$ cat src/rtl/shgb_pkg.sv
`timescale 1ns / 1ps
// ----------------------------------------------------------------------------
// shgb_pkg: shared types and constants for the spatial hash grid
// Operation codes, config indexes, sizes, sequencer states and divider types.
// ----------------------------------------------------------------------------
package shgb_pkg;

    localparam int MAX_CELLS       = 1024;
    localparam int BUCKET_CAPACITY = 16;
    localparam int ID_BITS         = 10;
    localparam int CELL_BITS       = $clog2(MAX_CELLS);
    localparam int SLOT_BITS       = $clog2(BUCKET_CAPACITY);
    localparam int FILL_BITS       = $clog2(BUCKET_CAPACITY + 1);
    localparam int MEM_BITS        = CELL_BITS + SLOT_BITS;
    localparam int CFG_BITS        = 16;
    localparam int CS_BITS         = 11;

    // operation codes
    typedef enum logic [1:0] {
        FUNC_CLEAR = 2'd0,
        FUNC_REG   = 2'd1,
        FUNC_QUERY = 2'd2,
        FUNC_NOP   = 2'd3
    } func_t;

    // configuration register indexes
    typedef enum logic [1:0] {
        CFG_WIDTH  = 2'd0,
        CFG_HEIGHT = 2'd1,
        CFG_CELL   = 2'd2,
        CFG_NONE   = 2'd3
    } cfg_idx_t;

    // sequencer states
    typedef enum logic [3:0] {
        ST_IDLE,
        ST_DIVW,
        ST_DIVH,
        ST_DIVX,
        ST_DIVY,
        ST_MUL,
        ST_CELL,
        ST_CLEAR,
        ST_REGRD,
        ST_REGWR,
        ST_QRD,
        ST_QMEM,
        ST_QOUT,
        ST_ACK,
        ST_INIT
    } state_t;

    // divider command and status
    typedef struct packed {
        logic               start;
        logic signed [17:0] dividend;
    } div_cmd_t;

    typedef struct packed {
        logic               done;
        logic signed [17:0] quotient;
    } div_sts_t;

endpackage

$ cat src/rtl/shgb_divider.sv
`timescale 1ns / 1ps
// ----------------------------------------------------------------------------
// shgb_divider: shared serial floor divider
// Restoring divider, one quotient bit per cycle, floor rounding for
// negative dividends.
// ----------------------------------------------------------------------------
module shgb_divider (
    input  logic                          clk,
    input  logic                          rst_n,
    input  shgb_pkg::div_cmd_t            cmd,
    input  logic [shgb_pkg::CS_BITS-1:0]  divisor,
    output shgb_pkg::div_sts_t            sts
);
    import shgb_pkg::*;

    logic [4:0]            cnt_reg, cnt_next;
    logic                  busy_reg, busy_next;
    logic                  neg_reg, neg_next;
    logic [17:0]           quo_reg, quo_next;
    logic [CS_BITS:0]      rem_reg, rem_next;
    logic [CS_BITS:0]      trial;
    logic [CS_BITS:0]      dsr;
    logic [17:0]           mag;
    logic                  done_reg, done_next;
    logic signed [17:0]    res_reg, res_next;

    assign dsr = (divisor == '0) ? {{CS_BITS{1'b0}}, 1'b1} : {1'b0, divisor};
    assign mag = cmd.dividend[17] ? 18'(-cmd.dividend) : 18'(cmd.dividend);
    assign trial = {rem_reg[CS_BITS-1:0], quo_reg[17]};

    // one quotient bit per cycle
    always_comb
    begin
        cnt_next  = cnt_reg;
        busy_next = busy_reg;
        neg_next  = neg_reg;
        quo_next  = quo_reg;
        rem_next  = rem_reg;
        done_next = 1'b0;
        res_next  = res_reg;
        if (cmd.start)
        begin
            busy_next = 1'b1;
            cnt_next  = 5'd0;
            neg_next  = cmd.dividend[17];
            quo_next  = mag;
            rem_next  = '0;
        end
        else if (busy_reg)
        begin
            if (trial >= dsr)
            begin
                rem_next = trial - dsr;
                quo_next = {quo_reg[16:0], 1'b1};
            end
            else
            begin
                rem_next = trial;
                quo_next = {quo_reg[16:0], 1'b0};
            end
            cnt_next = cnt_reg + 5'd1;
            if (cnt_reg == 5'd17)
            begin
                busy_next = 1'b0;
                done_next = 1'b1;
                if (neg_reg)
                    res_next = (rem_next != '0) ? -$signed(quo_next) - 18'sd1
                                                : -$signed(quo_next);
                else
                    res_next = $signed(quo_next);
            end
        end
    end

    always_ff @(posedge clk or negedge rst_n)
    begin
        if (!rst_n)
        begin
            busy_reg <= 1'b0;
            done_reg <= 1'b0;
            cnt_reg  <= '0;
        end
        else
        begin
            busy_reg <= busy_next;
            done_reg <= done_next;
            cnt_reg  <= cnt_next;
        end
    end

    always_ff @(posedge clk)
    begin
        neg_reg <= neg_next;
        quo_reg <= quo_next;
        rem_reg <= rem_next;
        res_reg <= res_next;
    end

    assign sts.done     = done_reg;
    assign sts.quotient = res_reg;

endmodule

$ cat config.mk
export PLATFORM = sky130hd
export DESIGN_NAME = shgb_divider
export DESIGN_NICKNAME = d
export VERILOG_FILES = /design/src/rtl/shgb_pkg.sv /design/src/rtl/shgb_divider.sv
export SDC_FILE = /design/constraint.sdc
export NUM_CORES = 1
export LEC_CHECK = 0
export CAP_MARGIN = 20
export CORE_ASPECT_RATIO = 1.5
export CORE_UTILIZATION = 36
export DETAILED_ROUTE_END_ITERATION = 10
export DONT_BUFFER_PORTS = 1
export SLEW_MARGIN = 20
export SYNTH_ARGS = -nofsm -noshare
export SYNTH_HDL_FRONTEND = slang
export SYNTH_SLANG_ARGS = --single-unit
$ cat constraint.sdc
create_clock -name clk -period 7.7 [get_ports clk]
set_input_delay 1.54 -clock clk [delete_from_list [all_inputs] [get_ports clk]]
set_output_delay 1.54 -clock clk [all_outputs]
set_load 0.01 [all_outputs]
# == After elaboration in Yosys (flattened, before gate mapping) ==
# Index checks and enable logic that the tools add are counted.
# totals
out_inout_bits,19
elab_cells,39
reg_bits,55
# op_classes
mux,20
reduce_logical,4
eq_ne,1
n_lt_le_gt_ge,1
add_sub_neg,5
n_bitwise,1
# ops
operator,n
$mux W18,7
$mux W12,3
$neg A18 Y18,2
$sub A18 B2 Y18 const B,1
$ge A12 B11 Y1,1
$reduce_bool A12 Y1,1
$sub A12 B11 Y12,1
$logic_not A11 Y1,1
$mux W11,1
$mux W5,2
$mux W1,7
$add A5 B1 Y5 const B,1
$eq A5 B5 Y1 const B,1
$reduce_and A3 Y1,1
$reduce_bool A2 Y1,1
$not A1 Y1,1

# == Logic depth before layout (Yosys ltp) ==
# Gate-level depths: netlist (run 1).
# logic_depth
word_depth,10
ltp_mapped,21
depth_no_buf,19

# == Worst setup path after synthesis (run 1) ==
# Ideal clock, no wire load.
# synth_path
kind,input-to-reg
startpoint,input port divisor[9] (netlist bit)
endpoint,register res_reg[14] (data pin)
slack_ns,1.147
n_path_buf,2
path_stages,21
arrival_time_ns,6.292
setup_time_ns,0.261
path_cell_list,nor4_1 a41o_1 ha_1 inv_1 fa_1 nand3_1 a311oi_1 a211o_2 inv_2 clkbuf_1 buf_1 ha_1 or4b_4 nor4b_2 nand2_1 o32ai_1 o21ai_2 nor2_4 a21boi_1 o31ai_2 xnor2_1
# synth_between
elab_chain_cells,10
# synth_rtl
item,line,source
from (decl),shgb_divider.sv:11,"input logic [shgb_pkg::CS_BITS-1:0] divisor,"
$logic_not A11 Y1,shgb_divider.sv:27,"assign dsr = (divisor == '0) ? {{CS_BITS{1'b0}}, 1'b1} : {1'b0, divisor};"
$mux W11 *,shgb_divider.sv:27,
$ge A12 B11 Y1,shgb_divider.sv:51,if (trial >= dsr)
$mux W1,shgb_divider.sv:51,
$mux W18,shgb_divider.sv:49,else if (busy_reg)
$mux W18,shgb_divider.sv:41,if (cmd.start)
$neg A18 Y18,"shgb_divider.sv:67, shgb_divider.sv:68",
$sub A18 B2 Y18,shgb_divider.sv:67,res_next = (rem_next != '0) ? -$signed(quo_next) - 18'sd1
$mux W18 *,shgb_divider.sv:67,
$mux W18 *,shgb_divider.sv:66,if (neg_reg)
to (signal assigned),shgb_divider.sv:96,res_reg <= res_next;
to (decl),shgb_divider.sv:25,"logic signed [17:0] res_reg, res_next;"
# Mark *: on every way between the ends. The rest lies on a longest branch, timed or not. The select of a mux whose other input is x is not followed.
# A chain may end at the register's enable or synchronous reset.

# == Final worst setup path (run 1) ==
# layout_path
startpoint,input port divisor[6] (netlist bit)
endpoint,register res_reg[14] (data pin)
# Same word-level chain as after synthesis.

==> results of run 1 <==
-- placed cells by master (no fill, tap or decap), types with 3 or more instances in the layout --
cell type / count
and2_1: 3
o41ai_1: 4
and3b_1: 4
nand2_1: 37
inv_1: 21
o31ai_1: 4
o21ai_0: 20
mux2_2: 3
edfxtp_1: 37
nand4b_1: 3
nand4_1: 8
xnor2_1: 22
nand2b_1: 4
a21oi_1: 45
o211ai_1: 6
or4_1: 3
nand3_1: 11
xor2_1: 24
dfxtp_1: 11
a31oi_1: 4
mux2i_1: 3
nand3b_1: 6
a21o_1: 10
or3_1: 10
clkbuf_16: 5
a211oi_1: 13
nor2_1: 49
and3_1: 4
and4_1: 3
dfrtp_1: 7
nor3_1: 13
nor4_1: 4
ha_1: 15
a311oi_1: 3
-- metrics by stage --
stage | utilization | area [um^2]
4_1_cts | 0.393 | 4550
2_1_floorplan | - | 4330
6_report | 0.393 | 4550
3_5_place_dp | 0.380 | 4410
5_1_grt | 0.393 | 4550
3_3_place_gp | 0.380 | 4410
-- where the power goes --
part	switching [uW]	internal, uW	total, uW
Combinational	346	223	569
Sequential	62.0	364	426
Clock	104	121	225
-- critical path: stages --
cell	delay, ns
nor4_1	0.33
a41o_1	0.23
ha_1	0.16
inv_1	0.05
fa_1	0.44
nand3_1	0.14
a311oi_1	0.15
a211o_2	0.47
inv_2	0.10
ha_1	0.25
or4b_4	0.52
nor4b_2	0.57
nand2_1	0.23
o32ai_1	0.33
o21ai_2	0.13
nor2_4	0.21
a21boi_1	0.11
o31ai_2	0.28
xnor2_1	0.08
-- routing by layer --
layer | vias to the layer above | routed length (um) | GRT usage
met5 | - | 0 | 0
li1 | 1798 | - | -
met4 | 0 | 265 | 0.0653
met2 | 92 | 5500 | 0.310
met3 | 15 | 389 | 0.0257
met1 | 1697 | 4370 | 0.195
-- layout make-up --
cell class,instances,share of cell area
multi-input combinational,388,0.575
inverter,22,0.0181
tap,150,0.0412
timing repair buffer,2,0.00330
clock buffer,5,0.0275
clock inverter,3,0.00412
sequential,55,0.331
-- worst paths after layout --
kind                        startpoint     endpoint  slack, ns  cells after the start
setup / recovery            divisor[6]  res_reg[14]       1.37                     19
setup reg to reg           quo_reg[17]  res_reg[14]       2.60                     18
max in group asynchronous        rst_n   cnt_reg[4]       6.69                      0
hold / removal              rem_reg[9]  rem_reg[10]       0.53                      2
min in group asynchronous        rst_n   cnt_reg[3]       0.93                      0
hold reg to reg             rem_reg[9]  rem_reg[10]       0.53                      2
-- cell families after synthesis --
kind of cell             synth area share
flip-flops                          0.348
XOR/XNOR                           0.0931
multiplexers                       0.0179
AO/OA/AOI/OAI                       0.226
adder cells (fa/ha/maj)            0.0480
AND/OR/NAND/NOR                     0.219
buffers and inverters              0.0480
==> flow_summary.json, run 1 <==
{
  "p_leak_uw": 0.00167,
  "drt_iter0_markers": 268,
  "drcViolationCount": 0,
  "maxSlewViolCount": 0,
  "min_period_over_period": 0.822,
  "path_clk_slew_ns": 0.07,
  "min_period_ns": 6.33,
  "synth_cell_type_count": 80,
  "ioPinCount": 51,
  "synth_area_leader_cell": "edfxtp_1",
  "cp.required_ns": 7.74,
  "pre_cts_ws_ns": 1.06,
  "core-area_um2": 11600,
  "slew_headroom": 0.400,
  "antenna_found_initial": 0,
  "yosysMostFrequentCell": "nor2_1",
  "hp-class": "reg2reg",
  "track_usage": 0.169,
  "numCtsBuffers": 5,
  "fin_cells": 625,
  "cts_sinks": 55,
  "ys_warn_count": 0,
  "syn-num-nets": 542,
  "cts_setup_buffers": 0,
  "tns_ns": 0,
  "synth-seq-cells": 55,
  "grt_setup_unrepaired": "no",
  "detail_route.wl_per_cell_um": 16.8,
  "syn_inst": 494,
  "seq_area_frac_synth": 0.348,
  "critical_path_class": "in2reg",
  "grt_max_degree": 57,
  "first_pass_iters": 5,
  "final_nets": 522,
  "synth_flop_cell": "edfxtp_1",
  "seq_area_um2": 1510,
  "grt_overflow_total": 0,
  "num_rows": 48,
  "clockBufferDepth": 2,
  "n_antenna_cell": 0,
  "worstPathMaxFanout": 17,
  "crit_path_end_kind": "register",
  "worstMarginPinSlew_ns": 0.900,
  "syn_to_final_growth_pct": 5.24,
  "cts_resized": 0,
  "final-hold-violation-count": 0,
  "clock_skew_ns": 0.00668,
  "multiInputGateArea_um2": 2620,
  "wirelength_mm": 10.5,
  "cts-root-buf": "clkbuf_16",
  "drive_gt1_frac": 0.0758,
  "whs_ns": 0.530,
  "syn_area_um2": 4330,
  "initial_core_util": 0.373,
  "synthTopCellsByArea": "edfxtp_1 (26%), a21oi_1 (5.2%), dfxtp_1 (5.1%)",
  "cts_tree": "built",
  "post-dp-hpwl_mm": 7.95,
  "worst_setup_path_start_kind": "input port",
  "max_freq_mhz": 158,
  "ys_async_sr_fraction": 0.127,
  "synth_edf_count": 37,
  "vdd_drop_max_uv": 111,
  "cts-hold-fix-buffers": 0,
  "grt_pass1_wl_mm": 16.7,
  "ant_nets": 0,
  "grt_pass1_vias": 3326,
  "via_per_inst": 5.76,
  "total_power_uw": 1220,
  "finalSetupViolations": 0,
  "io_buffer_count": 0,
  "fp.dieH_um": 136,
  "die_x_um": 91.5,
  "p_per_area_nw_per_um2": 268,
  "status": "finished, final reports clean",
  "die-area_um2": 12500,
  "avgSynthCellArea_um2": 8.76,
  "htree_levels": 2,
  "cap_violations": 0,
  "insertion_delay_ns": 0.29,
  "synthDominantCellAreaShare": 0.257,
  "nFillCells": 1212,
  "vias": 3602,
  "gp_congestion": 0.857,
  "synth_common_cells": "nor2_1 (49), a21oi_1 (45), edfxtp_1 (37), nand2_1 (37), xor2_1 (24)",
  "arrival_ns": 6.37,
  "place_inst": 617,
  "setup_ws_ns": 1.37
}
No activity file was read; power rests on OpenSTA's default activity.
==> run 2: changes to the inputs <==
--- a/config.mk
+++ b/config.mk
@@ -5,6 +5,7 @@
 export SDC_FILE = /design/constraint.sdc
 export NUM_CORES = 1
 export LEC_CHECK = 0
+export ABC_AREA = 1
 export CAP_MARGIN = 20
 export CORE_ASPECT_RATIO = 1.5
 export CORE_UTILIZATION = 36
==> constraint.sdc (replaced) <==
create_clock -name clk -period 5.2 [get_ports clk]
set_input_delay 1.04 -clock clk [delete_from_list [all_inputs] [get_ports clk]]
set_output_delay 1.04 -clock clk [all_outputs]
set_load 0.01 [all_outputs]
==> run 2 against run 1 <==
Clock skew up 0.0019 ns. Core utilization shrank 0.42 points. Cell area rose by 6.3%. Global-route usage increased by 1.2 points. Via count is 17% higher. Sequential share of layout area decreased by 2.0 points. Setup slack got worse by 0.60 ns. Largest cell class unchanged.
==> flow_summary.json, run 2 <==
{
  "synth-seq-cells": 55,
  "finalSetupViolations": 0,
  "cp_common_cell": "nand3_1",
  "wirelength_mm": 11.3,
  "cts_resized": 0,
  "antenna_found_initial": 0,
  "slew_headroom": 0.339,
  "path_clk_slew_ns": 0.08,
  "n_antenna_cell": 0,
  "cts_sinks": 55,
  "tns_ns": 0,
  "seq_power_share": 0.246,
  "maxSlewViolCount": 0,
  "cp.required_ns": 5.25,
  "synth_common_cells": "nand2_1 (177), inv_1 (101), nand3_1 (66), nor2_1 (57), edfxtp_1 (37)",
  "num_rows": 50,
  "avgSynthCellArea_um2": 6.88,
  "synthTopCellsByArea": "edfxtp_1 (24%), nand2_1 (15%), inv_1 (8.3%)",
  "clock_skew_ns": 0.00857,
  "detail_route.wl_per_cell_um": 13.9,
  "r2r_slack_ns": 1.46,
  "pre_cts_ws_ns": 0.464,
  "cts-hold-fix-buffers": 0,
  "drive_gt1_frac": 0.0787,
  "worst_path_max_delay_cell": "fa_1",
  "initial_core_util": 0.367,
  "ys_async_sr_fraction": 0.127,
  "grt_pass1_wl_mm": 18.7,
  "reg2reg_to": "res_reg[16]",
  "crit_path_end_kind": "register",
  "syn_inst": 665,
  "die-area_um2": 13200,
  "combPwrFrac": 0.619,
  "final-hold-violation-count": 0,
  "synth_compound_area_frac": 0.0946,
  "synth_flop_cell": "edfxtp_1",
  "crit_path_start": "divisor[3]",
  "synthDominantCellAreaShare": 0.243,
  "grt_overflow_total": 0,
  "reg2reg_from": "quo_reg[17]",
  "min_period_ns": 4.43,
  "insertion_delay_ns": 0.30,
  "critPathTopFamily": "simple AND/OR/NAND/NOR gates",
  "status": "finished, final reports clean",
  "yosysMostFrequentCell": "nand2_1",
  "synth_top_family_by_area": "simple AND/OR/NAND/NOR gates",
  "p_leak_uw": 0.00225,
  "min_period_over_period": 0.851,
  "syn-num-nets": 713,
  "hp-class": "in2async",
  "cts_setup_buffers": 0,
  "seq_area_frac_synth": 0.329,
  "core-area_um2": 12400,
  "grt_setup_unrepaired": "no",
  "max_stage_delay_ns": 0.44,
  "ys_warn_count": 0,
  "cts_tree": "built",
  "p_sw_uw": 1320,
  "synth_edf_count": 37,
  "worst_setup_path_start_kind": "input port",
  "syn_to_final_growth_pct": 5.74,
  "crit_path_cell_trace": "nor4_1 -> a41o_1 -> ha_1 -> inv_1 -> fa_1 -> nand3_1 -> nand3_2 -> nand2_2 -> nand3_4 -> inv_2 -> ha_1 -> nand2_1 -> nor2_1 -> nand3_1 -> nor2_1 -> xor2_1 -> nand3_1 -> nor2_1 -> nand4_1 -> nand3_1 -> nand2_1",
  "vdd_drop_max_uv": 406,
  "fp.dieH_um": 140,
  "synthSimpleGateAreaFrac": 0.377,
  "first_pass_iters": 4,
  "grt_pass1_vias": 4060,
  "synth_area_leader_cell": "edfxtp_1",
  "worstMarginPinSlew_ns": 0.989,
  "worstPathMaxFanout": 8,
  "ant_nets": 0,
  "synth_cell_type_count": 41,
  "switching_share": 0.521,
  "p_per_area_nw_per_um2": 524,
  "seq_area_um2": 1510,
  "final_common_cell": "nand2_1",
  "via_per_inst": 5.16,
  "critPathBufInv": 2,
  "cap_violations": 0,
  "drt_iter0_markers": 173,
  "arrival_ns": 4.48,
  "whs_ns": 0.424,
  "cts-root-buf": "clkbuf_16",
  "gp_congestion": 0.890,
  "die_x_um": 94.0,
  "critical_path_class": "in2reg",
  "muxShareOfSynthArea": 0,
  "max_freq_mhz": 226,
  "vias": 4214,
  "ioPinCount": 51,
  "io_buffer_count": 0,
  "syn_area_um2": 4570,
  "yosys.area_share.xor_xnor": 0.0421,
  "worstRegToRegCells": 20,
  "drcViolationCount": 0,
  "final_nets": 708,
  "multiInputGateArea_um2": 2560,
  "p_int_uw": 1220,
  "grt_max_degree": 25,
  "final_cell_mix": "nand2_1 (177), inv_1 (101), nand3_1 (66)",
  "htree_levels": 2,
  "synth_fa_ha_area_frac": 0.0454,
  "setup_ws_ns": 0.773,
  "p_clk_frac": 0.135,
  "nFillCells": 1322,
  "track_usage": 0.180,
  "clockBufferDepth": 2,
  "post-dp-hpwl_mm": 9.23,
  "numCtsBuffers": 5
}
## run 2: cell types whose count changed after synthesis, sizes merged, moves of 12 or more
cell,before,now
a21oi,48,13
nand4,8,20
o21ai,21,46
a211oi,14,0
nand3,11,72
nor2,50,70
nand2,37,190
inv,22,108
xnor2,22,8
## run 2: metrics by stage
stage / total power [uW] / utilization / cell area [um^2] / std cells
detailed placement: 2200 / 0.377 / 4690 / 809
global placement: 2170 / 0.377 / 4690 / 809
floorplan: 2010 / - / 4570 / 665
global route: 2770 / 0.389 / 4840 / 817
finish: 2540 / 0.389 / 4840 / 817
CTS: 2540 / 0.389 / 4840 / 817
## run 2: area by class of cell
type                    instances  area share
multi-input cells             486       0.529
flip-flops and latches         55       0.311
inverters                     109      0.0846
well taps                     156      0.0404
clock buffers                   5      0.0259
repair buffers                  3     0.00466
clock inverters                 3     0.00388
## run 2: worst reg2reg max path, delay by kind of cell (launching register included)
| kind | cells | cell delay (ns) |
|---|---|---|
| DFF | 1 | 0.50 |
| and+or+nand+nor | 13 | 1.58 |
| adders and majority gates | 3 | 0.79 |
| xor gates and xnor gates | 1 | 0.30 |
| buffers and inverters | 3 | 0.31 |
## run 2: logic make-up (layout without fill, tap and decap cells)
kind of cell / count (synthesis) / count (layout)
AO/OA/AOI/OAI: 78 / 78
buffers and inverters: 124 / 120
adder cells (fa/ha/maj): 16 / 16
flip-flops: 55 / 55
AND/OR/NAND/NOR: 370 / 370
XOR/XNOR: 22 / 22
## run 2: how the worst max path moves through the flow
stage | endpoint | cells after the start
2_1_floorplan | res_reg[10] | 21
3_3_place_gp | res_reg[15] | 21
6_report | res_reg[16] | 21
3_5_place_dp | res_reg[16] | 21
4_1_cts | res_reg[16] | 21
5_1_grt | res_reg[16] | 21
## run 2: per-layer routing
layer	track usage	wire, um
met5	0	0
met4	0.0883	445
met3	0.0309	397
met2	0.320	5760
met1	0.204	4720
## run 2: power groups by stage
stage / logic, uW / clock network (uW) / registers, uW
2_1_floorplan: 1410 / 0 / 601
3_3_place_gp: 1540 / 0 / 630
3_5_place_dp: 1570 / 0 / 632
4_1_cts: 1570 / 351 / 622
5_1_grt: 1780 / 366 / 629
6_report: 1570 / 342 / 623
